### src/hdl/ecdf_pkg.sv
// ----------------------------------------------------------------------------
// ecdf_pkg
// Types and constants shared by the escaped frame deframer modules.
// ----------------------------------------------------------------------------
package ecdf_pkg;

  localparam int unsigned MinFrameBytes = 7;
  localparam int unsigned MaxFrameBytes = 23;
  localparam int unsigned HeaderBytes   = 3;
  localparam int unsigned MaxDataBytes  = 8;

  localparam logic [7:0] EscDelimCode = 8'h64;
  localparam logic [4:0] CountMax     = 5'd31;

  localparam logic CfgDelimiter = 1'b0;
  localparam logic CfgEscape    = 1'b1;

  typedef enum logic [2:0] {
    ST_OK         = 3'd0,
    ST_TOO_SHORT  = 3'd1,
    ST_TOO_LONG   = 3'd2,
    ST_BAD_ESCAPE = 3'd3,
    ST_LEN_MISM   = 3'd4,
    ST_LEN_OVER   = 3'd5
  } status_e;

  typedef struct packed {
    status_e     status;
    logic [15:0] id;
    logic [3:0]  len;
    logic [63:0] payload;
  } result_t;

endpackage

### src/hdl/ecdf_decoder.sv
// ----------------------------------------------------------------------------
// ecdf_decoder
// Removes the escape coding, collects header and payload bytes, and forms
// the frame result when a delimiter transaction arrives.
// ----------------------------------------------------------------------------
module ecdf_decoder (
  input  logic             clk_i,
  input  logic             rst_ni,
  input  logic             accept_i,
  input  logic [7:0]       rx_byte_i,
  input  logic [7:0]       delimiter_i,
  input  logic [7:0]       escape_i,
  output logic             res_valid_o,
  output ecdf_pkg::result_t res_o
);
  import ecdf_pkg::*;

  logic [4:0] raw_cnt_q, raw_cnt_d;
  logic [4:0] dec_cnt_q, dec_cnt_d;
  logic       esc_pend_q, esc_pend_d;
  logic       esc_err_q, esc_err_d;
  logic [7:0] id_lo_q, id_hi_q, len_q;
  logic [7:0] data_q [MaxDataBytes];

  logic       is_delim;
  logic       store;
  logic [7:0] store_byte;
  logic [4:0] data_off;
  logic [5:0] total;
  logic [8:0] len_plus_hdr;
  status_e    status;
  logic [63:0] pay;

  assign is_delim = (rx_byte_i == delimiter_i);
  assign data_off = dec_cnt_q - 5'(HeaderBytes);

  always_comb begin
    raw_cnt_d  = raw_cnt_q;
    dec_cnt_d  = dec_cnt_q;
    esc_pend_d = esc_pend_q;
    esc_err_d  = esc_err_q;
    store      = 1'b0;
    store_byte = rx_byte_i;
    if (accept_i) begin
      if (is_delim) begin
        raw_cnt_d  = '0;
        dec_cnt_d  = '0;
        esc_pend_d = 1'b0;
        esc_err_d  = 1'b0;
      end else begin
        if (raw_cnt_q != CountMax) raw_cnt_d = raw_cnt_q + 5'd1;
        if (esc_pend_q) begin
          esc_pend_d = 1'b0;
          if (rx_byte_i == escape_i) begin
            store      = 1'b1;
            store_byte = escape_i;
          end else if (rx_byte_i == EscDelimCode) begin
            store      = 1'b1;
            store_byte = delimiter_i;
          end else begin
            esc_err_d = 1'b1;
          end
        end else if (rx_byte_i == escape_i) begin
          esc_pend_d = 1'b1;
        end else begin
          store = 1'b1;
        end
        if (store && dec_cnt_q != CountMax) dec_cnt_d = dec_cnt_q + 5'd1;
      end
    end
  end

  always_ff @(posedge clk_i or negedge rst_ni) begin
    if (!rst_ni) begin
      raw_cnt_q  <= '0;
      dec_cnt_q  <= '0;
      esc_pend_q <= 1'b0;
      esc_err_q  <= 1'b0;
    end else begin
      raw_cnt_q  <= raw_cnt_d;
      dec_cnt_q  <= dec_cnt_d;
      esc_pend_q <= esc_pend_d;
      esc_err_q  <= esc_err_d;
    end
  end

  always_ff @(posedge clk_i) begin
    if (store) begin
      if (dec_cnt_q == 5'd0) begin
        id_lo_q <= store_byte;
      end else if (dec_cnt_q == 5'd1) begin
        id_hi_q <= store_byte;
      end else if (dec_cnt_q == 5'd2) begin
        len_q <= store_byte;
      end else if (dec_cnt_q < 5'(HeaderBytes + MaxDataBytes)) begin
        data_q[data_off[2:0]] <= store_byte;
      end
    end
  end

  assign total        = {1'b0, raw_cnt_q} + 6'd1;
  assign len_plus_hdr = {1'b0, len_q} + 9'(HeaderBytes);

  always_comb begin
    if (total < 6'(MinFrameBytes)) begin
      status = ST_TOO_SHORT;
    end else if (total > 6'(MaxFrameBytes)) begin
      status = ST_TOO_LONG;
    end else if (esc_err_q || esc_pend_q) begin
      status = ST_BAD_ESCAPE;
    end else if (len_plus_hdr != {4'd0, dec_cnt_q}) begin
      status = ST_LEN_MISM;
    end else if (len_q > 8'(MaxDataBytes)) begin
      status = ST_LEN_OVER;
    end else begin
      status = ST_OK;
    end
  end

  always_comb begin
    for (int i = 0; i < MaxDataBytes; i++) begin
      pay[8*i +: 8] = (8'(i) < len_q) ? data_q[i] : 8'd0;
    end
  end

  always_comb begin
    res_o.status  = status;
    res_o.id      = '0;
    res_o.len     = '0;
    res_o.payload = '0;
    if (status == ST_OK) begin
      res_o.id      = {id_hi_q, id_lo_q};
      res_o.len     = len_q[3:0];
      res_o.payload = pay;
    end
  end

  assign res_valid_o = accept_i && is_delim;

endmodule

### src/hdl/ecdf_out_stage.sv
// ----------------------------------------------------------------------------
// ecdf_out_stage
// Result register with a skid entry, so that input transactions continue
// while a finished result waits at the output.
// ----------------------------------------------------------------------------
module ecdf_out_stage (
  input  logic              clk_i,
  input  logic              rst_ni,
  input  logic              res_valid_i,
  input  ecdf_pkg::result_t res_i,
  output logic              space_o,
  output logic              out_valid_o,
  input  logic              out_ready_i,
  output ecdf_pkg::result_t out_o
);
  import ecdf_pkg::*;

  result_t out_q, skid_q;
  logic    out_valid_q, skid_valid_q;
  logic    out_take;

  assign out_take = out_valid_q && out_ready_i;

  always_ff @(posedge clk_i or negedge rst_ni) begin
    if (!rst_ni) begin
      out_valid_q  <= 1'b0;
      skid_valid_q <= 1'b0;
    end else begin
      if (res_valid_i) begin
        if (!out_valid_q || out_take) begin
          out_valid_q <= 1'b1;
        end else begin
          skid_valid_q <= 1'b1;
        end
      end else if (out_take) begin
        out_valid_q  <= skid_valid_q;
        skid_valid_q <= 1'b0;
      end
    end
  end

  always_ff @(posedge clk_i) begin
    if (res_valid_i) begin
      if (!out_valid_q || out_take) begin
        out_q <= res_i;
      end else begin
        skid_q <= res_i;
      end
    end else if (out_take && skid_valid_q) begin
      out_q <= skid_q;
    end
  end

  assign space_o     = !skid_valid_q;
  assign out_valid_o = out_valid_q;
  assign out_o       = out_q;

endmodule

### src/hdl/escaped_can_frame_deframer_top.sv
// ----------------------------------------------------------------------------
// escaped_can_frame_deframer_top
// Deframer for an escaped telemetry byte stream: one raw byte per cycle while
// the skid entry is free, a throughput set by the per-byte decode update.
// Each frame result is registered, in the skid entry while an output waits.
// A two-entry result stage keeps input open while one result waits.
// Reset clears counters, flags and valid bits; byte stores are not reset.
// ----------------------------------------------------------------------------
module escaped_can_frame_deframer_top (
  input  logic        clk_i,
  input  logic        rst_ni,
  input  logic        in_valid_i,
  output logic        in_ready_o,
  input  logic [7:0]  rx_byte_i,
  output logic        out_valid_o,
  input  logic        out_ready_i,
  output logic [2:0]  frame_status_o,
  output logic [15:0] frame_id_o,
  output logic [3:0]  data_length_o,
  output logic [63:0] payload_o,
  input  logic        cfg_we_i,
  input  logic        cfg_idx_i,
  input  logic [7:0]  cfg_data_i
);
  import ecdf_pkg::*;

  logic [7:0] delim_q, esc_q;
  logic       accept;
  logic       res_valid;
  result_t    res, out;

  always_ff @(posedge clk_i or negedge rst_ni) begin
    if (!rst_ni) begin
      delim_q <= 8'd10;
      esc_q   <= 8'd92;
    end else if (cfg_we_i) begin
      unique case (cfg_idx_i)
        CfgDelimiter: delim_q <= cfg_data_i;
        CfgEscape:    esc_q   <= cfg_data_i;
        default: ;
      endcase
    end
  end

  assign accept = in_valid_i && in_ready_o;

  ecdf_decoder u_decoder (
    .clk_i       (clk_i),
    .rst_ni      (rst_ni),
    .accept_i    (accept),
    .rx_byte_i   (rx_byte_i),
    .delimiter_i (delim_q),
    .escape_i    (esc_q),
    .res_valid_o (res_valid),
    .res_o       (res)
  );

  ecdf_out_stage u_out_stage (
    .clk_i       (clk_i),
    .rst_ni      (rst_ni),
    .res_valid_i (res_valid),
    .res_i       (res),
    .space_o     (in_ready_o),
    .out_valid_o (out_valid_o),
    .out_ready_i (out_ready_i),
    .out_o       (out)
  );

  assign frame_status_o = out.status;
  assign frame_id_o     = out.id;
  assign data_length_o  = out.len;
  assign payload_o      = out.payload;

  a_full_has_output: assert property (@(posedge clk_i) disable iff (!rst_ni)
    !in_ready_o |-> out_valid_o)
    else $error("result stage full without a pending output");

  a_delim_gives_result: assert property (@(posedge clk_i) disable iff (!rst_ni)
    (accept && rx_byte_i == delim_q) |=> out_valid_o)
    else $error("delimiter transaction produced no result");

  a_fail_zero_fields: assert property (@(posedge clk_i) disable iff (!rst_ni)
    (out_valid_o && frame_status_o != ST_OK) |->
      (frame_id_o == 16'd0 && data_length_o == 4'd0 && payload_o == 64'd0))
    else $error("failed frame carries non-zero fields");

  a_ok_length_range: assert property (@(posedge clk_i) disable iff (!rst_ni)
    (out_valid_o && frame_status_o == ST_OK) |-> (data_length_o <= 4'd8))
    else $error("accepted frame reports a length above eight");

endmodule

### config.mk
export PLATFORM = sky130hd
export DESIGN_NAME = escaped_can_frame_deframer_top
export DESIGN_NICKNAME = d
export VERILOG_FILES = /design/src/hdl/ecdf_pkg.sv /design/src/hdl/ecdf_decoder.sv /design/src/hdl/ecdf_out_stage.sv /design/src/hdl/escaped_can_frame_deframer_top.sv
export SDC_FILE = /design/constraint.sdc
export NUM_CORES = 1
export LEC_CHECK = 0
export ABC_CLOCK_PERIOD_IN_PS = 8700
export BUFFER_PORTS_ARGS = -buffer_cell sky130_fd_sc_hd__buf_2
export CAP_MARGIN = 20
export CORE_ASPECT_RATIO = 0.5
export CORE_MARGIN = 2
export CORE_UTILIZATION = 59
export CTS_CLUSTER_DIAMETER = 120
export DETAILED_ROUTE_END_ITERATION = 8
export PLACE_DENSITY = 0.87
export SLEW_MARGIN = 10
export SYNTH_ARGS = -nofsm -noshare
export SYNTH_HDL_FRONTEND = slang
export SYNTH_SLANG_ARGS = --single-unit
### constraint.sdc
create_clock -name clk_i -period 8.7 [get_ports clk_i]
set_input_delay 2.175 -clock clk_i [delete_from_list [all_inputs] [get_ports clk_i]]
set_output_delay 2.175 -clock clk_i [all_outputs]
set_load 0.005 [all_outputs]
==> reports/metrics.json <==
{
  "library_cell_used_as_clock_root_buffer": "sky130_fd_sc_hd__clkbuf_16",
  "yosysUniqueCellTypes": 57,
  "grt_max_degree": 90,
  "synth-main-ff-cell": "sky130_fd_sc_hd__edfxtp_1",
  "antenna_cells": 0,
  "num_rows": 37,
  "antenna_found_initial": 0,
  "hold-path-endpoint": "u_decoder.esc_err_q",
  "floorplan.core_area_um2": 20400,
  "timing_worst_setup_path_type": "primary input to register",
  "layoutNonFillerInstCount": 1261,
  "multi_input_area_um2": 3300,
  "drt-wirelength-per-cell_um": 21.0,
  "cell_internal_pwr_mw": 2.32,
  "post_synth_instance_area_um2": 12200,
  "final_net_count": 1001,
  "total_wirelength_of_the_detailed_routed_design_mm": 26.5,
  "r2r_cells": 6,
  "final.period_utilization_pct": 55.6,
  "maxSlewViolCount": 0,
  "first_global_vias": 7496,
  "io-pin-count": 111,
  "clock_tree_from_tritoncts": "built",
  "crit_path_start_kind": "primary input",
  "synth_edf_count": 262,
  "gpl.final_weighted_congestion": 0.912,
  "cts.repair_timing.setup_buffer_count": 0,
  "chipWidth_um": 207,
  "p_leak_nw": 4.96,
  "rsz_0062_raised_after_global_routing": "no",
  "tightestPinTransition_ps": 1130,
  "initial_utilization_pct": 59.7,
  "cts_buffers": 25,
  "detailedRoute.firstIterationViolations": 1155,
  "numPlacedInstances": 1208,
  "worst_setup_path_end_kind": "register",
  "number_of_gates_resized_after_cts": 0,
  "r2r-end": "u_decoder.len_q[5]",
  "cts_buffer_depth": 3,
  "grt_util_all_layers_pct": 24.1,
  "pwr_density_cell_nw_per_um2": 221,
  "grt_overflow": 0,
  "detailedRoute.firstPassIterationCount": 5,
  "worst_hold_startpoint": "u_decoder.esc_err_q",
  "final.setup.worst_slack_ps": 3870,
  "layout.area.seq_um2": 8630,
  "wire_length_of_the_first_global_routing_pass_mm": 41.4,
  "place_ws_ps": 3120,
  "ant_nets": 0,
  "critPathRequiredTime_ps": 8860,
  "setup-violations-final": 0,
  "clock_insertion_delay_worst_skew_ps": 540,
  "synth_nets": 897,
  "timing.max_cap.violations": 0,
  "cts_max_level": 1,
  "seq_area_frac_synth_pct": 70.9,
  "whs_path_depth": 2,
  "worst_path_arrival_ps": 4990,
  "pwr-share-clk_pct": 36.4,
  "synth_cells": 865,
  "synth.avg_cell_area_um2": 14.1,
  "status": "finished, final reports clean",
  "maximum_clock_rate_mhz": 207,
  "holdBufCountCts": 0,
  "holdCritPathClass": "register to register",
  "place_hpwl_mm": 16.4,
  "switching_share_of_power_pct": 24.2,
  "p_seq_share_pct": 54.1,
  "pwr-share-comb_pct": 9.4,
  "report.power.total_mw": 3.06,
  "clock_sinks": 292,
  "finalInstanceArea_um2": 13800,
  "routed_via_density": 6.15,
  "switching_power_mw": 0.739,
  "timing.clock.skew_ps": 14.1,
  "nFillCells": 1290,
  "timing.final.hold_violations": 0,
  "remaining_drc_errors": 0,
  "async_flop_share_pct": 10.3,
  "layout-drive-gt1-share_pct": 23.0,
  "slew_headroom_pct": 24.0,
  "final.setup.tns_ps": 0,
  "r2r_setup_slack_ps": 5170,
  "io_buffer_count": 110,
  "yosys_warnings": 0,
  "critical_path.max_fanout": 12,
  "cts.clk_slew.worst_paths_ps": 60,
  "die_area_um2": 21900,
  "r2r-start": "esc_q[4]",
  "vdd_ir_drop_max_v": 0.000155,
  "placedInstanceArea_um2": 12900,
  "area_delta_synth_final_pct": 13.4,
  "chipHeight_um": 106,
  "ys_seq_elements": 292,
  "final.min_clock_period_ps": 4830,
  "vias": 7760
}
sequential cells by signal, summed over array words and instances (netlist names), 5 cells and up:
| signal | flops |
|---|---|
| u_decoder.dec_cnt_q | 5 |
| esc_q | 8 |
| u_decoder.len_q | 8 |
| u_decoder.data_q | 64 |
| u_out_stage.skid_q | 87 |
| u_decoder.raw_cnt_q | 5 |
| u_decoder.id_hi_q | 8 |
| u_decoder.id_lo_q | 8 |
| delim_q | 8 |
| u_out_stage.out_o | 87 |
cells in the final DEF, fill, tap and decap left out, drive strengths merged, types with 14 or more instances in the layout:
cell type / synthesis / layout
nor3b: 19 / 19
mux2: 38 / 38
nand2: 73 / 73
nor3: 14 / 14
edfxtp: 262 / 262
and3: 63 / 63
buf: 19 / 123
o21ai: 70 / 70
a31o: 16 / 16
inv: 17 / 18
dfrtp: 24 / 24
clkbuf: 29 / 33
nand3: 54 / 54
nor2b: 21 / 21
nor2: 30 / 30
stage by stage:
stage	hold slack [ps]	utilization, %
detailed placement	492	63.4
finish	504	67.8
global placement	478	63.4
CTS	507	67.4
global route	538	67.8
floorplan	459	-
Yosys cell counts (2+ instances only):
master	count	area (um^2)
sky130_fd_sc_hd__and2_1	9	56.3
sky130_fd_sc_hd__o211ai_1	2	15.0
sky130_fd_sc_hd__a22o_1	3	26.3
sky130_fd_sc_hd__nand3_1	54	270
sky130_fd_sc_hd__nor2_1	28	105
sky130_fd_sc_hd__a31o_2	6	52.6
sky130_fd_sc_hd__xor2_1	13	114
sky130_fd_sc_hd__buf_1	5	18.8
sky130_fd_sc_hd__nand4b_1	2	17.5
sky130_fd_sc_hd__o21ai_1	4	20.0
sky130_fd_sc_hd__clkbuf_1	29	109
sky130_fd_sc_hd__nand3b_1	2	15.0
sky130_fd_sc_hd__nor3_1	13	65.1
sky130_fd_sc_hd__buf_2	8	40.0
sky130_fd_sc_hd__mux2i_1	3	30.0
sky130_fd_sc_hd__xnor2_1	12	105
sky130_fd_sc_hd__nor3b_1	19	143
sky130_fd_sc_hd__or4_1	2	15.0
sky130_fd_sc_hd__dfrtp_1	24	601
sky130_fd_sc_hd__nor2_4	2	22.5
sky130_fd_sc_hd__o311ai_0	2	17.5
sky130_fd_sc_hd__buf_6	4	45.0
sky130_fd_sc_hd__nand2_1	72	270
sky130_fd_sc_hd__nor4_1	5	31.3
sky130_fd_sc_hd__nor4b_2	2	30.0
sky130_fd_sc_hd__a31o_1	10	87.6
sky130_fd_sc_hd__o31ai_1	4	30.0
sky130_fd_sc_hd__a21oi_1	13	65.1
sky130_fd_sc_hd__nand2b_1	3	18.8
sky130_fd_sc_hd__dfstp_2	6	158
sky130_fd_sc_hd__and3_1	63	394
sky130_fd_sc_hd__a2bb2oi_1	6	52.6
sky130_fd_sc_hd__inv_1	17	63.8
sky130_fd_sc_hd__mux2_2	38	428
sky130_fd_sc_hd__nand4_1	3	18.8
sky130_fd_sc_hd__nor2b_1	21	131
sky130_fd_sc_hd__edfxtp_1	262	7870
sky130_fd_sc_hd__ha_1	10	125
sky130_fd_sc_hd__o21ai_0	65	325
sky130_fd_sc_hd__a211oi_1	2	15.0
worst max-delay path, cell delays in order:
cell	delay, ps
sky130_fd_sc_hd__buf_2	130
sky130_fd_sc_hd__xor2_1	170
sky130_fd_sc_hd__nor4_1	530
sky130_fd_sc_hd__and2_1	510
sky130_fd_sc_hd__o21ai_2	210
sky130_fd_sc_hd__or4b_4	540
sky130_fd_sc_hd__nor4b_2	730
power groups by stage:
stage	registers (mW)	clock network [mW]	logic (mW)
after global routing	1.66	1.17	0.310
after global placement	1.68	0	0.247
after CTS	1.65	1.11	0.275
after floorplan	1.65	0	0.204
after detailed placement	1.68	0	0.266
final	1.66	1.11	0.288
worst max path at each step:
stage / slack (ps) / end / from / depth (start not counted)
after floorplan: 520 / u_out_stage.out_o[0] / rx_byte_i[4] / 7
after global placement: 3390 / u_decoder.id_hi_q[5] / rx_byte_i[1] / 7
after detailed placement: 3120 / u_decoder.data_q[7][4] / rx_byte_i[1] / 7
after CTS: 3670 / u_decoder.len_q[4] / rx_byte_i[1] / 7
after global routing: 3660 / u_decoder.data_q[0][2] / rx_byte_i[1] / 7
final: 3870 / u_decoder.len_q[5] / rx_byte_i[5] / 7
kinds of logic after synthesis:
| group | Yosys count | share of synthesized area, % |
|---|---|---|
| DFF | 292 | 70.9 |
| xor gates and xnor gates | 25 | 1.80 |
| AOI/OAI and AO/OA | 123 | 6.21 |
| muxes | 41 | 3.76 |
| and+or+nand+nor | 309 | 13.9 |
| adders and majority gates | 10 | 1.03 |
| buffers and inverters | 65 | 2.46 |
area by class of cell:
class	count	share of cell area (%)
flip-flops and latches	292	62.5
multi-input cells	508	23.9
repair buffers	125	4.84
clock buffers	31	4.69
well taps	273	2.47
clock inverters	15	1.14
inverters	17	0.462
per-layer routing:
layer | wire length, um | part of all wire, % | up-vias | GRT usage (%)
li1 | - | - | 3450 | -
met1 | 10600 | 40 | 3755 | 33.7
met2 | 12600 | 48 | 475 | 39.1
met3 | 2420 | 9.1 | 80 | 4.38
met4 | 833 | 3.1 | 0 | 7.76
met5 | 0 | 0 | - | 0
(Power assumes the default switching activity.)
